<file path="config.mk">
export PLATFORM = sky130hd
export DESIGN_NAME = arp_cache_with_ttl_aging_unit
export DESIGN_NICKNAME = d
export VERILOG_FILES = /design/src/hw/rtl/arpc_pkg.sv /design/src/hw/rtl/arpc_ram.sv /design/src/hw/rtl/arpc_ctrl.sv /design/src/hw/rtl/arpc_dp.sv /design/src/hw/rtl/arp_cache_with_ttl_aging_unit.sv
export VERILOG_INCLUDE_DIRS = /design/src /design/src/hw/rtl
export SDC_FILE = /design/constraint.sdc
export NUM_CORES = 1
export LEC_CHECK = 0
export BUFFER_PORTS_ARGS = -buffer_cell sky130_fd_sc_hd__buf_2
export CAP_MARGIN = 10
export CELL_PAD_IN_SITES_DETAIL_PLACEMENT = 1
export CELL_PAD_IN_SITES_GLOBAL_PLACEMENT = 2
export CORE_MARGIN = 3
export CORE_UTILIZATION = 49
export CTS_BUF_LIST = sky130_fd_sc_hd__clkbuf_4 sky130_fd_sc_hd__clkbuf_8
export CTS_CLUSTER_DIAMETER = 120
export DETAILED_ROUTE_END_ITERATION = 10
export MAX_ROUTING_LAYER = met4
export PLACE_DENSITY_LB_ADDON = 0.1
export RECOVER_POWER = 25
export SYNTH_ARGS = -nofsm -noshare
export SYNTH_HDL_FRONTEND = slang
export SYNTH_SLANG_ARGS = --single-unit
</file>
<file path="constraint.sdc">
create_clock -name clk -period 7.2 [get_ports clk]
set_input_delay 0.72 -clock clk [delete_from_list [all_inputs] [get_ports clk]]
set_output_delay 0.72 -clock clk [all_outputs]
set_load 0.02 [all_outputs]
</file>
<file path="src/hw/rtl/arp_cache_with_ttl_aging_unit_macros.svh">
// Assertion helpers shared by the cache controller and datapath.
// Both expect signals named clk and rst_n in the using module.
`ifndef ARP_CACHE_WITH_TTL_AGING_UNIT_MACROS_SVH
`define ARP_CACHE_WITH_TTL_AGING_UNIT_MACROS_SVH

// Same-cycle implication.
`define ARPC_ASSERT_NOW(lbl, ante, cons, msg) \
  lbl: assert property (@(posedge clk) disable iff (!rst_n) (ante) |-> (cons)) \
    else $error(msg);

// Next-cycle implication.
`define ARPC_ASSERT_NEXT(lbl, ante, cons, msg) \
  lbl: assert property (@(posedge clk) disable iff (!rst_n) (ante) |=> (cons)) \
    else $error(msg);

`endif

</file>
<file path="src/hw/rtl/arpc_pkg.sv">
`timescale 1ns / 1ps

package arpc_pkg;

  localparam int IP_W      = 32;
  localparam int MAC_W     = 48;
  localparam int TTL_W     = 8;
  localparam int MAX_TTL_W = 7;
  localparam int TICKS_W   = 16;
  localparam int CFG_W     = 16;
  localparam int ENTRY_W   = IP_W + MAC_W + TTL_W;

  localparam logic [1:0] FUNC_LOOKUP = 2'd0;
  localparam logic [1:0] FUNC_REPLY  = 2'd1;
  localparam logic [1:0] FUNC_TICK   = 2'd2;

  localparam logic CFG_MAX_TTL       = 1'b0;
  localparam logic CFG_TICKS_PER_AGE = 1'b1;

  localparam logic [MAX_TTL_W-1:0] MAX_TTL_RST   = 7'd20;
  localparam logic [TICKS_W-1:0]   TICKS_RST     = 16'd600;
  localparam logic signed [TTL_W-1:0] TTL_EMPTY  = -8'sd2;

  typedef struct packed {
    logic [1:0]       func;
    logic [IP_W-1:0]  ip_address;
    logic [MAC_W-1:0] mac_address;
  } in_item_t;

  typedef struct packed {
    logic             hit;
    logic [MAC_W-1:0] found_mac;
    logic             request_needed;
  } out_item_t;

  typedef struct packed {
    logic start;
    logic rd_en;
    logic eval;
    logic fill;
    logic resp;
  } dp_cmd_t;

  typedef struct packed {
    logic hit;
    logic age_now;
    logic out_free;
  } dp_sts_t;

endpackage

</file>
<file path="src/hw/rtl/arpc_ram.sv">
`timescale 1ns / 1ps

module arpc_ram #(
  parameter int WIDTH = 8,
  parameter int DEPTH = 8
) (
  input  logic                                   clk,
  input  logic                                   wr_en,
  input  logic [((DEPTH > 1) ? $clog2(DEPTH) : 1)-1:0] wr_addr,
  input  logic [WIDTH-1:0]                       wr_data,
  input  logic                                   rd_en,
  input  logic [((DEPTH > 1) ? $clog2(DEPTH) : 1)-1:0] rd_addr,
  output logic [WIDTH-1:0]                       rd_data
);

  logic [WIDTH-1:0] mem [DEPTH];
  logic [WIDTH-1:0] rd_data_r;

  always_ff @(posedge clk) begin
    if (wr_en) begin
      mem[wr_addr] <= wr_data;
    end
    if (rd_en) begin
      rd_data_r <= mem[rd_addr];
    end
  end

  assign rd_data = rd_data_r;

endmodule

</file>
<file path="src/hw/rtl/arpc_ctrl.sv">
`timescale 1ns / 1ps
`include "arp_cache_with_ttl_aging_unit_macros.svh"

module arpc_ctrl #(
  parameter int TABLE_ENTRIES = 8
) (
  input  logic                   clk,
  input  logic                   rst_n,
  input  logic                   in_valid,
  input  logic [1:0]             in_func,
  output logic                   in_ready,
  output arpc_pkg::dp_cmd_t      cmd,
  output logic [((TABLE_ENTRIES > 1) ? $clog2(TABLE_ENTRIES) : 1)-1:0] rd_addr,
  output logic [((TABLE_ENTRIES > 1) ? $clog2(TABLE_ENTRIES) : 1)-1:0] eval_addr,
  input  arpc_pkg::dp_sts_t      sts
);

  localparam int AW = (TABLE_ENTRIES > 1) ? $clog2(TABLE_ENTRIES) : 1;
  localparam logic [AW-1:0] TOP_IDX = AW'(TABLE_ENTRIES - 1);

  localparam logic [1:0] ST_IDLE = 2'd0;
  localparam logic [1:0] ST_SCAN = 2'd1;
  localparam logic [1:0] ST_FILL = 2'd2;
  localparam logic [1:0] ST_RESP = 2'd3;

  logic [1:0]    state_r, state_nxt;
  logic [1:0]    op_r, op_nxt;
  logic [AW-1:0] idx_r, idx_nxt;
  logic [AW-1:0] pidx_r, pidx_nxt;
  logic          issue_r, issue_nxt;
  logic          pend_r, pend_nxt;

  assign in_ready  = (state_r == ST_IDLE);
  assign rd_addr   = idx_r;
  assign eval_addr = pidx_r;

  always_comb begin
    state_nxt = state_r;
    op_nxt    = op_r;
    idx_nxt   = idx_r;
    pidx_nxt  = pidx_r;
    issue_nxt = issue_r;
    pend_nxt  = pend_r;
    cmd       = '0;
    unique case (state_r)
      ST_IDLE: begin
        cmd.start = in_valid;
        if (in_valid) begin
          op_nxt    = in_func;
          idx_nxt   = TOP_IDX;
          issue_nxt = 1'b1;
          pend_nxt  = 1'b0;
          if (in_func == arpc_pkg::FUNC_LOOKUP || in_func == arpc_pkg::FUNC_REPLY ||
              (in_func == arpc_pkg::FUNC_TICK && sts.age_now)) begin
            state_nxt = ST_SCAN;
          end else begin
            state_nxt = ST_RESP;
          end
        end
      end
      ST_SCAN: begin
        cmd.rd_en = issue_r;
        cmd.eval  = pend_r;
        // one read in flight: entry data returns in the cycle after its address
        pend_nxt  = issue_r;
        pidx_nxt  = idx_r;
        if (issue_r) begin
          if (idx_r == '0) begin
            issue_nxt = 1'b0;
          end else begin
            idx_nxt = idx_r - 1'b1;
          end
        end
        if (pend_r && sts.hit) begin
          state_nxt = ST_RESP;
        end else if (!issue_r && !pend_r) begin
          state_nxt = (op_r == arpc_pkg::FUNC_REPLY) ? ST_FILL : ST_RESP;
        end
      end
      ST_FILL: begin
        cmd.fill  = 1'b1;
        state_nxt = ST_RESP;
      end
      ST_RESP: begin
        cmd.resp = sts.out_free;
        if (sts.out_free) begin
          state_nxt = ST_IDLE;
        end
      end
      default: begin
        state_nxt = ST_IDLE;
      end
    endcase
  end

  always_ff @(posedge clk) begin
    if (!rst_n) begin
      state_r <= ST_IDLE;
      op_r    <= arpc_pkg::FUNC_LOOKUP;
      idx_r   <= '0;
      pidx_r  <= '0;
      issue_r <= 1'b0;
      pend_r  <= 1'b0;
    end else begin
      state_r <= state_nxt;
      op_r    <= op_nxt;
      idx_r   <= idx_nxt;
      pidx_r  <= pidx_nxt;
      issue_r <= issue_nxt;
      pend_r  <= pend_nxt;
    end
  end

  `ARPC_ASSERT_NEXT(a_accept_leaves_idle, cmd.start, state_r != ST_IDLE, "item accepted but controller stayed idle")
  `ARPC_ASSERT_NOW(a_fill_only_reply, state_r == ST_FILL, op_r == arpc_pkg::FUNC_REPLY, "fill outside a reply")
  `ARPC_ASSERT_NOW(a_eval_after_read, state_r == ST_SCAN && pend_r, $past(issue_r), "entry evaluated without a read")

endmodule

</file>
<file path="src/hw/rtl/arpc_dp.sv">
`timescale 1ns / 1ps
`include "arp_cache_with_ttl_aging_unit_macros.svh"

module arpc_dp #(
  parameter int TABLE_ENTRIES = 8
) (
  input  logic                              clk,
  input  logic                              rst_n,
  input  arpc_pkg::in_item_t                in_data,
  input  arpc_pkg::dp_cmd_t                 cmd,
  input  logic [((TABLE_ENTRIES > 1) ? $clog2(TABLE_ENTRIES) : 1)-1:0] rd_addr,
  input  logic [((TABLE_ENTRIES > 1) ? $clog2(TABLE_ENTRIES) : 1)-1:0] eval_addr,
  output arpc_pkg::dp_sts_t                 sts,
  output logic                              out_valid,
  input  logic                              out_ready,
  output arpc_pkg::out_item_t               out_data,
  input  logic                              cfg_we,
  input  logic                              cfg_index,
  input  logic [arpc_pkg::CFG_W-1:0]        cfg_data
);

  localparam int AW = (TABLE_ENTRIES > 1) ? $clog2(TABLE_ENTRIES) : 1;
  localparam logic [AW-1:0] TOP_IDX = AW'(TABLE_ENTRIES - 1);

  logic [arpc_pkg::MAX_TTL_W-1:0]     max_ttl_r;
  logic [arpc_pkg::TICKS_W-1:0]       ticks_r;
  logic [arpc_pkg::TICKS_W-1:0]       count_r;
  logic [TABLE_ENTRIES-1:0]           valid_r;
  logic [1:0]                         op_r;
  logic [arpc_pkg::IP_W-1:0]          ip_r;
  logic [arpc_pkg::MAC_W-1:0]         mac_r;
  logic signed [arpc_pkg::TTL_W-1:0]  low_r;
  logic [AW-1:0]                      pick_r;
  logic                               hit_r;
  logic [arpc_pkg::MAC_W-1:0]         hit_mac_r;
  logic                               out_valid_r;
  arpc_pkg::out_item_t                out_data_r;

  logic [arpc_pkg::ENTRY_W-1:0]       rd_data;
  logic [arpc_pkg::ENTRY_W-1:0]       wr_data;
  logic [AW-1:0]                      wr_addr;
  logic                               wr_en;
  logic [arpc_pkg::IP_W-1:0]          ent_ip;
  logic [arpc_pkg::MAC_W-1:0]         ent_mac;
  logic signed [arpc_pkg::TTL_W-1:0]  ent_ttl;
  logic signed [arpc_pkg::TTL_W-1:0]  max_ttl_s;
  logic                               live;
  logic                               look_hit;
  logic                               age_wr;
  logic                               low_upd;
  logic [2:0]                         wr_src;

  assign ent_ip    = rd_data[arpc_pkg::ENTRY_W-1 -: arpc_pkg::IP_W];
  assign ent_mac   = rd_data[arpc_pkg::TTL_W +: arpc_pkg::MAC_W];
  // a never-written entry reads as empty
  assign ent_ttl   = valid_r[eval_addr] ? signed'(rd_data[arpc_pkg::TTL_W-1:0])
                                        : arpc_pkg::TTL_EMPTY;
  assign max_ttl_s = signed'({1'b0, max_ttl_r});
  assign live      = (ent_ttl > 8'sd0);

  assign look_hit = cmd.eval && (op_r == arpc_pkg::FUNC_LOOKUP) && (ent_ip == ip_r) && live;
  assign age_wr   = cmd.eval && (op_r == arpc_pkg::FUNC_TICK) && live;
  assign low_upd  = cmd.eval && (op_r == arpc_pkg::FUNC_REPLY) && (ent_ttl < low_r);
  assign wr_src   = {cmd.fill, look_hit, age_wr};

  always_comb begin
    wr_en   = cmd.fill || look_hit || age_wr;
    wr_addr = eval_addr;
    wr_data = {ent_ip, ent_mac, ent_ttl - 8'sd1};
    if (cmd.fill) begin
      wr_addr = pick_r;
      wr_data = {ip_r, mac_r, max_ttl_s};
    end else if (look_hit) begin
      wr_data = {ent_ip, ent_mac, max_ttl_s};
    end
  end

  arpc_ram #(
    .WIDTH (arpc_pkg::ENTRY_W),
    .DEPTH (TABLE_ENTRIES)
  ) u_entries (
    .clk     (clk),
    .wr_en   (wr_en),
    .wr_addr (wr_addr),
    .wr_data (wr_data),
    .rd_en   (cmd.rd_en),
    .rd_addr (rd_addr),
    .rd_data (rd_data)
  );

  assign sts.hit      = look_hit;
  assign sts.age_now  = (count_r == 16'd1);
  assign sts.out_free = !out_valid_r || out_ready;

  always_ff @(posedge clk) begin
    if (!rst_n) begin
      max_ttl_r   <= arpc_pkg::MAX_TTL_RST;
      ticks_r     <= arpc_pkg::TICKS_RST;
      count_r     <= arpc_pkg::TICKS_RST;
      valid_r     <= '0;
      op_r        <= arpc_pkg::FUNC_LOOKUP;
      hit_r       <= 1'b0;
      out_valid_r <= 1'b0;
    end else begin
      if (cfg_we) begin
        if (cfg_index == arpc_pkg::CFG_MAX_TTL) begin
          max_ttl_r <= cfg_data[arpc_pkg::MAX_TTL_W-1:0];
        end else begin
          ticks_r <= cfg_data;
        end
      end
      if (wr_en) begin
        valid_r[wr_addr] <= 1'b1;
      end
      if (cmd.start) begin
        op_r  <= in_data.func;
        hit_r <= 1'b0;
        if (in_data.func == arpc_pkg::FUNC_TICK) begin
          // reload on reaching zero; zero reload wraps on the next tick
          count_r <= (count_r == 16'd1) ? ticks_r : count_r - 16'd1;
        end
      end else if (look_hit) begin
        hit_r <= 1'b1;
      end
      if (cmd.resp) begin
        out_valid_r <= 1'b1;
      end else if (out_ready) begin
        out_valid_r <= 1'b0;
      end
    end
  end

  always_ff @(posedge clk) begin
    if (cmd.start) begin
      ip_r   <= in_data.ip_address;
      mac_r  <= in_data.mac_address;
      low_r  <= max_ttl_s;
      pick_r <= TOP_IDX;
    end else if (low_upd) begin
      low_r  <= ent_ttl;
      pick_r <= eval_addr;
    end
    if (look_hit) begin
      hit_mac_r <= ent_mac;
    end
    if (cmd.resp) begin
      out_data_r.hit            <= hit_r;
      out_data_r.found_mac      <= hit_r ? hit_mac_r : '0;
      out_data_r.request_needed <= (op_r == arpc_pkg::FUNC_LOOKUP) && !hit_r;
    end
  end

  assign out_valid = out_valid_r;
  assign out_data  = out_data_r;

  `ARPC_ASSERT_NOW(a_one_writer, wr_en, $onehot0(wr_src), "two sources write the table at once")
  `ARPC_ASSERT_NOW(a_resp_has_room, cmd.resp, !out_valid_r || out_ready, "result overwrites an untaken item")

endmodule

</file>
<file path="src/hw/rtl/arp_cache_with_ttl_aging_unit.sv">
`timescale 1ns / 1ps
// ARP cache with TTL aging.
// Input channel (in_valid/in_ready/in_data): one item per operation: lookup,
// reply insert or timer tick. Result channel (out_valid/out_ready/out_data):
// exactly one item per input item, in order. Configuration writes (cfg_we,
// cfg_index, cfg_data) set max_ttl and ticks_per_age and take effect at once;
// issue them only while the block is idle.
// Operation: a lookup or reply scans the table from the top entry down, one
// entry per cycle through the entry RAM's single read port. A lookup hit stops
// the scan early, a lookup miss scans every entry, and a reply adds a table
// write in its fill state. A tick that triggers an aging pass costs the same
// scan; any other tick goes straight to the result stage. One item is in work
// at a time; in_ready is high while the controller is idle, even if the last
// result still waits, so a new item is taken only once the last one is done.
// When the receiver stalls, a finished result holds in the output register and
// the next item stalls only at its own result stage.
// Reset: all entries read as empty (TTL -2), registers return to max_ttl 20
// and ticks_per_age 600, and the aging counter loads 600. No clearing pass.
module arp_cache_with_ttl_aging_unit #(
  parameter int TABLE_ENTRIES = 8
) (
  input  logic                        clk,
  input  logic                        rst_n,
  input  logic                        in_valid,
  output logic                        in_ready,
  input  arpc_pkg::in_item_t          in_data,
  output logic                        out_valid,
  input  logic                        out_ready,
  output arpc_pkg::out_item_t         out_data,
  input  logic                        cfg_we,
  input  logic                        cfg_index,
  input  logic [arpc_pkg::CFG_W-1:0]  cfg_data
);

  localparam int AW = (TABLE_ENTRIES > 1) ? $clog2(TABLE_ENTRIES) : 1;

  arpc_pkg::dp_cmd_t cmd;
  arpc_pkg::dp_sts_t sts;
  logic [AW-1:0]     rd_addr;
  logic [AW-1:0]     eval_addr;

  arpc_ctrl #(
    .TABLE_ENTRIES (TABLE_ENTRIES)
  ) u_ctrl (
    .clk       (clk),
    .rst_n     (rst_n),
    .in_valid  (in_valid),
    .in_func   (in_data.func),
    .in_ready  (in_ready),
    .cmd       (cmd),
    .rd_addr   (rd_addr),
    .eval_addr (eval_addr),
    .sts       (sts)
  );

  arpc_dp #(
    .TABLE_ENTRIES (TABLE_ENTRIES)
  ) u_dp (
    .clk       (clk),
    .rst_n     (rst_n),
    .in_data   (in_data),
    .cmd       (cmd),
    .rd_addr   (rd_addr),
    .eval_addr (eval_addr),
    .sts       (sts),
    .out_valid (out_valid),
    .out_ready (out_ready),
    .out_data  (out_data),
    .cfg_we    (cfg_we),
    .cfg_index (cfg_index),
    .cfg_data  (cfg_data)
  );

endmodule

</file>
**Yosys cells after proc, flatten, opt, wreduce, memory -nomap -nowiden**

Memories as Yosys holds them, arrays and structs flattened. A register that Yosys moved wholly into a read port is not among the register bits.
Cells that the tools add are included.

- Register bits after elaboration: 252
- Output and inout port bits: 52
- Memories kept: 1
- RAM bits: 704
- Word-level logic and storage cells: 121
- Bits of input ports: 104

Memories:

| memory | words | bits a word | rd ports | clocked after memory_dff | wr ports | RTL line | source |
|---|---|---|---|---|---|---|---|
| u_dp.u_entries.mem | 8 | 88 | 1 | 1 | 1 | arpc_ram.sv:16 | `logic [WIDTH-1:0] mem [DEPTH];` |

- Equal/unequal tests: 15
- Reduce and logical (&&, ||, !) cells: 36
- Multiplexer cells: 36
- Add/subtract/negate cells: 3
- Magnitude comparators: 5
- Bitwise logic cells: 3

Operators by type and width:

| cell | number |
|---|---|
| $mux W88 | 1 |
| $eq A32 B32 Y1 | 1 |
| $eq A16 B1 Y1 const B | 1 |
| $mux W16 | 1 |
| $mux W8 | 2 |
| $sub A16 B1 Y16 const B | 1 |
| $mux W1 | 14 |
| $mux W7 | 2 |
| $logic_and A1 B1 Y1 | 12 |
| $mux W2 | 6 |
| $mux W3 | 4 |
| $reduce_and A2 Y1 | 5 |
| $eq A2 B1 Y1 const B | 4 |
| $eq A2 B2 Y1 const B | 4 |
| $gt A8 B1 Y1 const B | 1 |
| $lt A3 B4 Y1 const B | 2 |
| $lt A8 B8 Y1 | 1 |
| $or A8 B8 Y8 | 1 |
| $pmux W2 S4 | 1 |
| $sub A8 B2 Y8 const B | 1 |
| $logic_not A2 Y1 | 3 |
| $pmux W3 S2 | 1 |
| $reduce_bool A2 Y1 | 3 |
| $logic_or A1 B1 Y1 | 5 |
| 14 further kinds | 21 |

**Depth between registers and ports, before layout**

- Word-level depth: 9
- Mapped depth: 16
- Gate-level depth less buffers: 13

**Modules after synthesis**

From an unflattened synthesis, not the netlist that was laid out.

- Cell total of the unflattened synthesis: 1,975
- Area total of the unflattened synthesis: 40,208.6 um2

By module, submodules not included:

| module | area each (um2) | cells an instance | times used | sequential area each (um2) |
|---|---|---|---|---|
| arpc_ram | 29,114.2 | 1,119 | 1 | 23,782.8 |
| arpc_dp | 10,364.9 | 778 | 1 | 6,656.4 |
| arpc_ctrl | 729.4 | 78 | 1 | 240.2 |

**Worst setup path before layout**

Ideal clock, no wire load.

- Kind: reg-to-reg
- Start point: register u_ctrl.pidx_r[0], in the netlist u_ctrl.eval_addr[0]
- End point: memory u_dp.u_entries.mem[6][0] (netlist name) (enable)
- Path buffers: 1
- Period minus slack after synthesis: 5.800 ns
- Setup time: 0.536 ns
- Path slack: 1.400 ns
- Required time: 6.664 ns
- Cell stages (with the launch flop): 9
- Arrival: 5.264 ns
- Cells stage by stage: dfxtp_1 > buf_4 > mux2i_1 > nand3_1 > nand4_1 > or4_4 > a21oi_1 > a22oi_1 > nor2_1

- Word-level cells in the longest chain between the ends: 9
- Elaborated cells between the ends (all ways): 11
- Those cells by class: 1 x order compare; 6 x mux; 4 x reduce/logical

RTL lines:

| element | RTL line | source |
|---|---|---|
| start: declaration | arpc_ctrl.sv:29 | `logic [AW-1:0] pidx_r, pidx_nxt;` |
| start signal: assignment | arpc_ctrl.sv:108 | `pidx_r <= pidx_nxt;` |
| $bmux W1 S3 | arpc_dp.sv:56 | `assign ent_ttl = valid_r[eval_addr] ? signed'(rd_data[arpc_pkg::TTL_W-1:0])` |
| $mux W1 (implied by the code) | arpc_dp.sv:56 |  |
| $mux W8 | arpc_dp.sv:56 |  |
| $gt A8 B1 Y1 | arpc_dp.sv:59 | `assign live = (ent_ttl > 8'sd0);` |
| $logic_and A1 B1 Y1 | arpc_dp.sv:61 | `assign look_hit = cmd.eval && (op_r == arpc_pkg::FUNC_LOOKUP) && (ent_ip == ip_r) && live;` |
| $logic_or A1 B1 Y1 (2 in series) | arpc_dp.sv:67 | `wr_en = cmd.fill \|\| look_hit \|\| age_wr;` |
| $mux W1 | arpc_ram.sv:20 | `if (wr_en) begin` |
| $mux W1 (implied by the code) | arpc_ram.sv:21 | `mem[wr_addr] <= wr_data;` |
| end: declaration | arpc_ram.sv:16 |  |

Several ways; a longest one is shown, not always the timed one. The select of a mux whose other input is x is not followed.

**Worst setup path after layout**

- Start point: register u_ctrl.state_r[0]
- End point: memory u_dp.u_entries.mem[4][8] (netlist name) (enable)

- Word-level cells in the longest chain between the ends: 9
- Elaborated cells between the ends (all ways): 14
- Those cells by class: 2 x eq/ne; 5 x mux; 7 x reduce/logical

RTL lines:

| element | RTL line | source |
|---|---|---|
| start: declaration | arpc_ctrl.sv:26 | `logic [1:0] state_r, state_nxt;` |
| start signal: assignment | arpc_ctrl.sv:105 | `state_r <= state_nxt;` |
| $eq A2 B1 Y1 | arpc_ctrl.sv:45 | `unique case (state_r)` |
| $mux W2 | arpc_ctrl.sv:45 |  |
| $logic_and A1 B1 Y1 (3 in series) | arpc_dp.sv:61 |  |
| $logic_or A1 B1 Y1 (2 in series) | arpc_dp.sv:67 |  |
| $mux W1 | arpc_ram.sv:20 |  |
| $mux W1 (implied by the code) | arpc_ram.sv:21 |  |

Several ways; a longest one is shown, not always the timed one.

==> out/metrics.yaml <==
run_status:
  status: "finished with violations"
  violations: "max-capacitance violations, max-slew violations"
synth:
  yosysWarnings: 0
  syn_inst: 2154
  synth_top_area_cell: "edfxtp_1"
  syn_area_um2: 39800
  syn_area_per_cell_um2: 18.5
  synth_seq_cells: 1042
  synth_xor_area_frac: 0.00813
  synthAdderAreaFrac: 0.00471
  synth.distinct_cells: 61
  synthSimpleGateAreaFrac: 0.0593
  synth.area.top_cells: "edfxtp_1, mux4_2, nand2_1, dfxtp_1, mux2_2"
  yosys.area.top_type_share: 0.736
  synth_top_family_by_area: "multiplexers"
  synth_compound_area_frac: 0.0200
  synth_nets: 2273
  synth-async-reset-ratio: 0
  synthMuxAreaShare: 0.127
  synth-main-ff-cell: "edfxtp_1"
  synth_edf_count: 977
  ys_seq_area_frac: 0.769
timing:
  setup_viol: 0
  rsz0062_at_grt: "false"
  worst_slew_pin_slew_ns: 3.47
  period_needed_ns: 5.72
  slew_viol_final: 228
  slew_headroom: -1.31
  fmax_mhz: 175
  fin_skew_ns: 0.0468
  setup_tns_ns: 0
  hold_viol: 0
  finalCritPeriodShare: 0.795
global_routing:
  grt_pass1_vias: 22200
  antenna_found_initial: 3
  overflow: 0
  grt_first_pass_wirelength_um: 139000
  grt_start_max_net_pins: 99
  gr-usage-all-layers: 0.225
floorplanning:
  io_pins: 156
  fp.coreArea_um2: 79800
  fp.dieH_um: 291
  initial_core_util: 0.499
  die_area_um2: 84800
  rows: 103
  die_w_um: 291
power:
  p_leak_nw: 14.8
  ir_drop_mv: 0.209
  clockPowerShare: 0.305
  p_switching_mw: 4.70
  power.internal_mw: 11.8
  share_comb_of_total_power: 0.206
  cellPowerDensity_nw_per_um2: 365
  seqPwrFrac: 0.489
  switching_share: 0.285
setup_path:
  reg2reg_slack_ns: 1.48
  worst_setup_path_end_kind: "flip-flop"
  path_max_fanout: 55
  r2r_start: "u_ctrl.state_r[0]"
  worst_r2r_path_depth: 5
  crit_type: "flip-flop to flip-flop"
  required_ns: 7.59
  crit_path_start_kind: "flip-flop"
  crit_chain: "inv_1, ha_1, a22oi_1, nor2_4, buf_4"
  r2r_end: "u_dp.u_entries.mem[4][8]"
  cp_top_family: "adder cells"
  cpMaxStageDelayCell: "ha_1"
  critPathMaxStageDelay_ns: 2.11
  worst-path-buf-inv: 2
  cp_data_arrival_time_ns: 6.11
clocking:
  cts_tree: "done"
  path_clk_slew_ns: 0.06
  cts_buffer_depth: 3
  hold_buffers: 0
  htreeDepth: 4
  cts_root_buffer: "clkbuf_8"
  insertion_delay_ns: 0.80
  cts_setup_buffers: 0
  cts_buffers: 169
  post_cts_resize_count: 0
  cts.sinks: 1042
detailed_routing:
  drt_iter0_drc: 1621
  vias_per_cell: 5.62
  ant_nets: 0
  drc: 0
  wire_per_inst_um: 25.4
  firstDrtPassIters: 5
  routed_wl_um: 91500
  dr_total_vias: 20300
place:
  hpwl_um: 51800
  routabilityCongestion: 0.774
  numPortBuffers: 155
  dpl_cell_area_um2: 42000
hold_path:
  hp-class: "primary input to flip-flop"
  hold_path_depth: 1
  hold_end: "u_dp.ip_r[30]"
  holdCritStartpoint: "in_data[78]"
layout:
  drive_above_1_share: 0.251
  post-route-util: 0.566
  n_fill_cell: 7207
  design_area_um2: 45200
  final_net_count: 2540
  area_growth_pct: 13.3
run:
  maxCapViolations: 5
==> cells in the final DEF (no fill, tap or decap), types with 5 or more instances in the layout <==
cell type,count
edfxtp_1,977
nand2_1,350
clkbuf_8,179
mux4_2,176
clkbuf_1,85
buf_2,74
clkbuf_4,69
mux2_2,62
dfxtp_1,62
a21oi_1,50
nor2_1,43
and2_0,36
clkinv_1,35
o21ai_0,33
xnor2_1,32
buf_4,31
mux2_1,27
inv_1,21
and2_1,18
nand3_1,17
ha_1,15
nor3_1,14
clkinv_2,13
nand4_1,11
mux2i_1,9
nand2b_1,8
nor2_4,8
a32o_1,8
xor2_1,5
nor2b_1,5
==> state kept, by name (all words and copies together) (netlist names) <==
name                    cells
u_dp.out_valid              1
u_dp.pick_r                 3
u_dp.ticks_r               16
u_dp.u_entries.rd_data     88
u_dp.ip_r                  32
u_ctrl.op_r                 2
u_dp.hit_r                  1
u_dp.mac_r                 48
u_dp.count_r               16
u_ctrl.issue_r              1
u_dp.low_r                  8
u_ctrl.state_r              2
u_dp.max_ttl_r              7
u_dp.u_entries.mem        704
u_ctrl.rd_addr              3
u_dp.hit_mac_r             48
u_ctrl.eval_addr            3
u_dp.out_data              50
u_dp.valid_r                8
u_ctrl.pend_r               1
==> synth_stat cells, drive strengths merged (5+ instances only) <==
library cell    n
and2           54
xor2            5
clkbuf         60
a32o            8
nor2           52
a21oi          50
o21ai          33
nand2b          8
inv            22
nand2         350
or2             5
xnor2          32
edfxtp        977
dfxtp          65
ha             15
mux2i           9
nand4          11
nor3           14
mux2           89
buf            36
mux4          176
nand3          17
nor2b           5
==> cells by family (layout without fill, tap and decap cells) <==
family,after synthesis,count (layout)
DFF,1042,1042
and+or+nand+nor,536,536
muxes,274,274
AOI/OAI and AO/OA,130,130
buffers and inverters,120,522
xor gates and xnor gates,37,37
adders and majority gates,15,15
other,0,1
==> routing by layer <==
layer  wire length, µm  vias up  track usage
li1                  -     8937            -
met1             39500    10700        0.294
met2             45700      522        0.368
met3              3980      158       0.0319
met4              2280        0       0.0760
met5                 0        -            -
==> worst max-delay path by stage <==
| stage | startpoint | endpoint | slack [ns] | cells past startpoint |
|---|---|---|---|---|
| floorplan | u_ctrl.eval_addr[0] | u_dp.u_entries.mem[6][0] | 1.40 | 8 |
| finish | u_ctrl.state_r[0] | u_dp.u_entries.mem[4][8] | 1.48 | 5 |
| global route | u_ctrl.state_r[0] | u_dp.u_entries.mem[4][8] | 1.07 | 5 |
| CTS | u_ctrl.eval_addr[0] | u_dp.u_entries.mem[2][12] | 2.23 | 9 |
| detailed placement | u_ctrl.eval_addr[0] | u_dp.u_entries.mem[2][26] | 2.31 | 9 |
| global placement | u_ctrl.eval_addr[0] | u_dp.u_entries.mem[2][29] | 2.39 | 9 |
==> through the flow <==
stage | power (mW) | setup WS (ns) | hold slack (ns) | cells
2_1_floorplan | 10.5 | 1.40 | 0.422 | 2154
3_3_place_gp | 11.6 | 2.39 | 0.426 | 3300
3_5_place_dp | 11.7 | 2.31 | 0.434 | 3300
4_1_cts | 16.7 | 2.23 | 0.00855 | 3606
5_1_grt | 17.3 | 1.07 | 0.0456 | 3607
6_report | 16.5 | 1.48 | 0.0979 | 3607
==> layout make-up <==
type	instances	area, µm²	area share
Inverter	24	93.8	0.00208
Multi-Input combinational cell	992	8800	0.195
Sequential cell	1042	30700	0.679
Clock buffer	248	2980	0.0660
Clock inverter	58	357	0.00790
Timing Repair Buffer	192	962	0.0213
Antenna cell	1	2.50	0.0000554
Tap cell	1050	1310	0.0291
==> power groups by stage <==
stage / clock, mW / combinational (mW) / sequential [mW]
detailed placement: 0 / 3.49 / 8.19
CTS: 5.18 / 3.50 / 8.07
finish: 5.03 / 3.39 / 8.07
global route: 5.44 / 3.74 / 8.12
global placement: 0 / 3.40 / 8.16
floorplan: 0 / 2.47 / 8.05
Power figures use the tool's default switching activity.
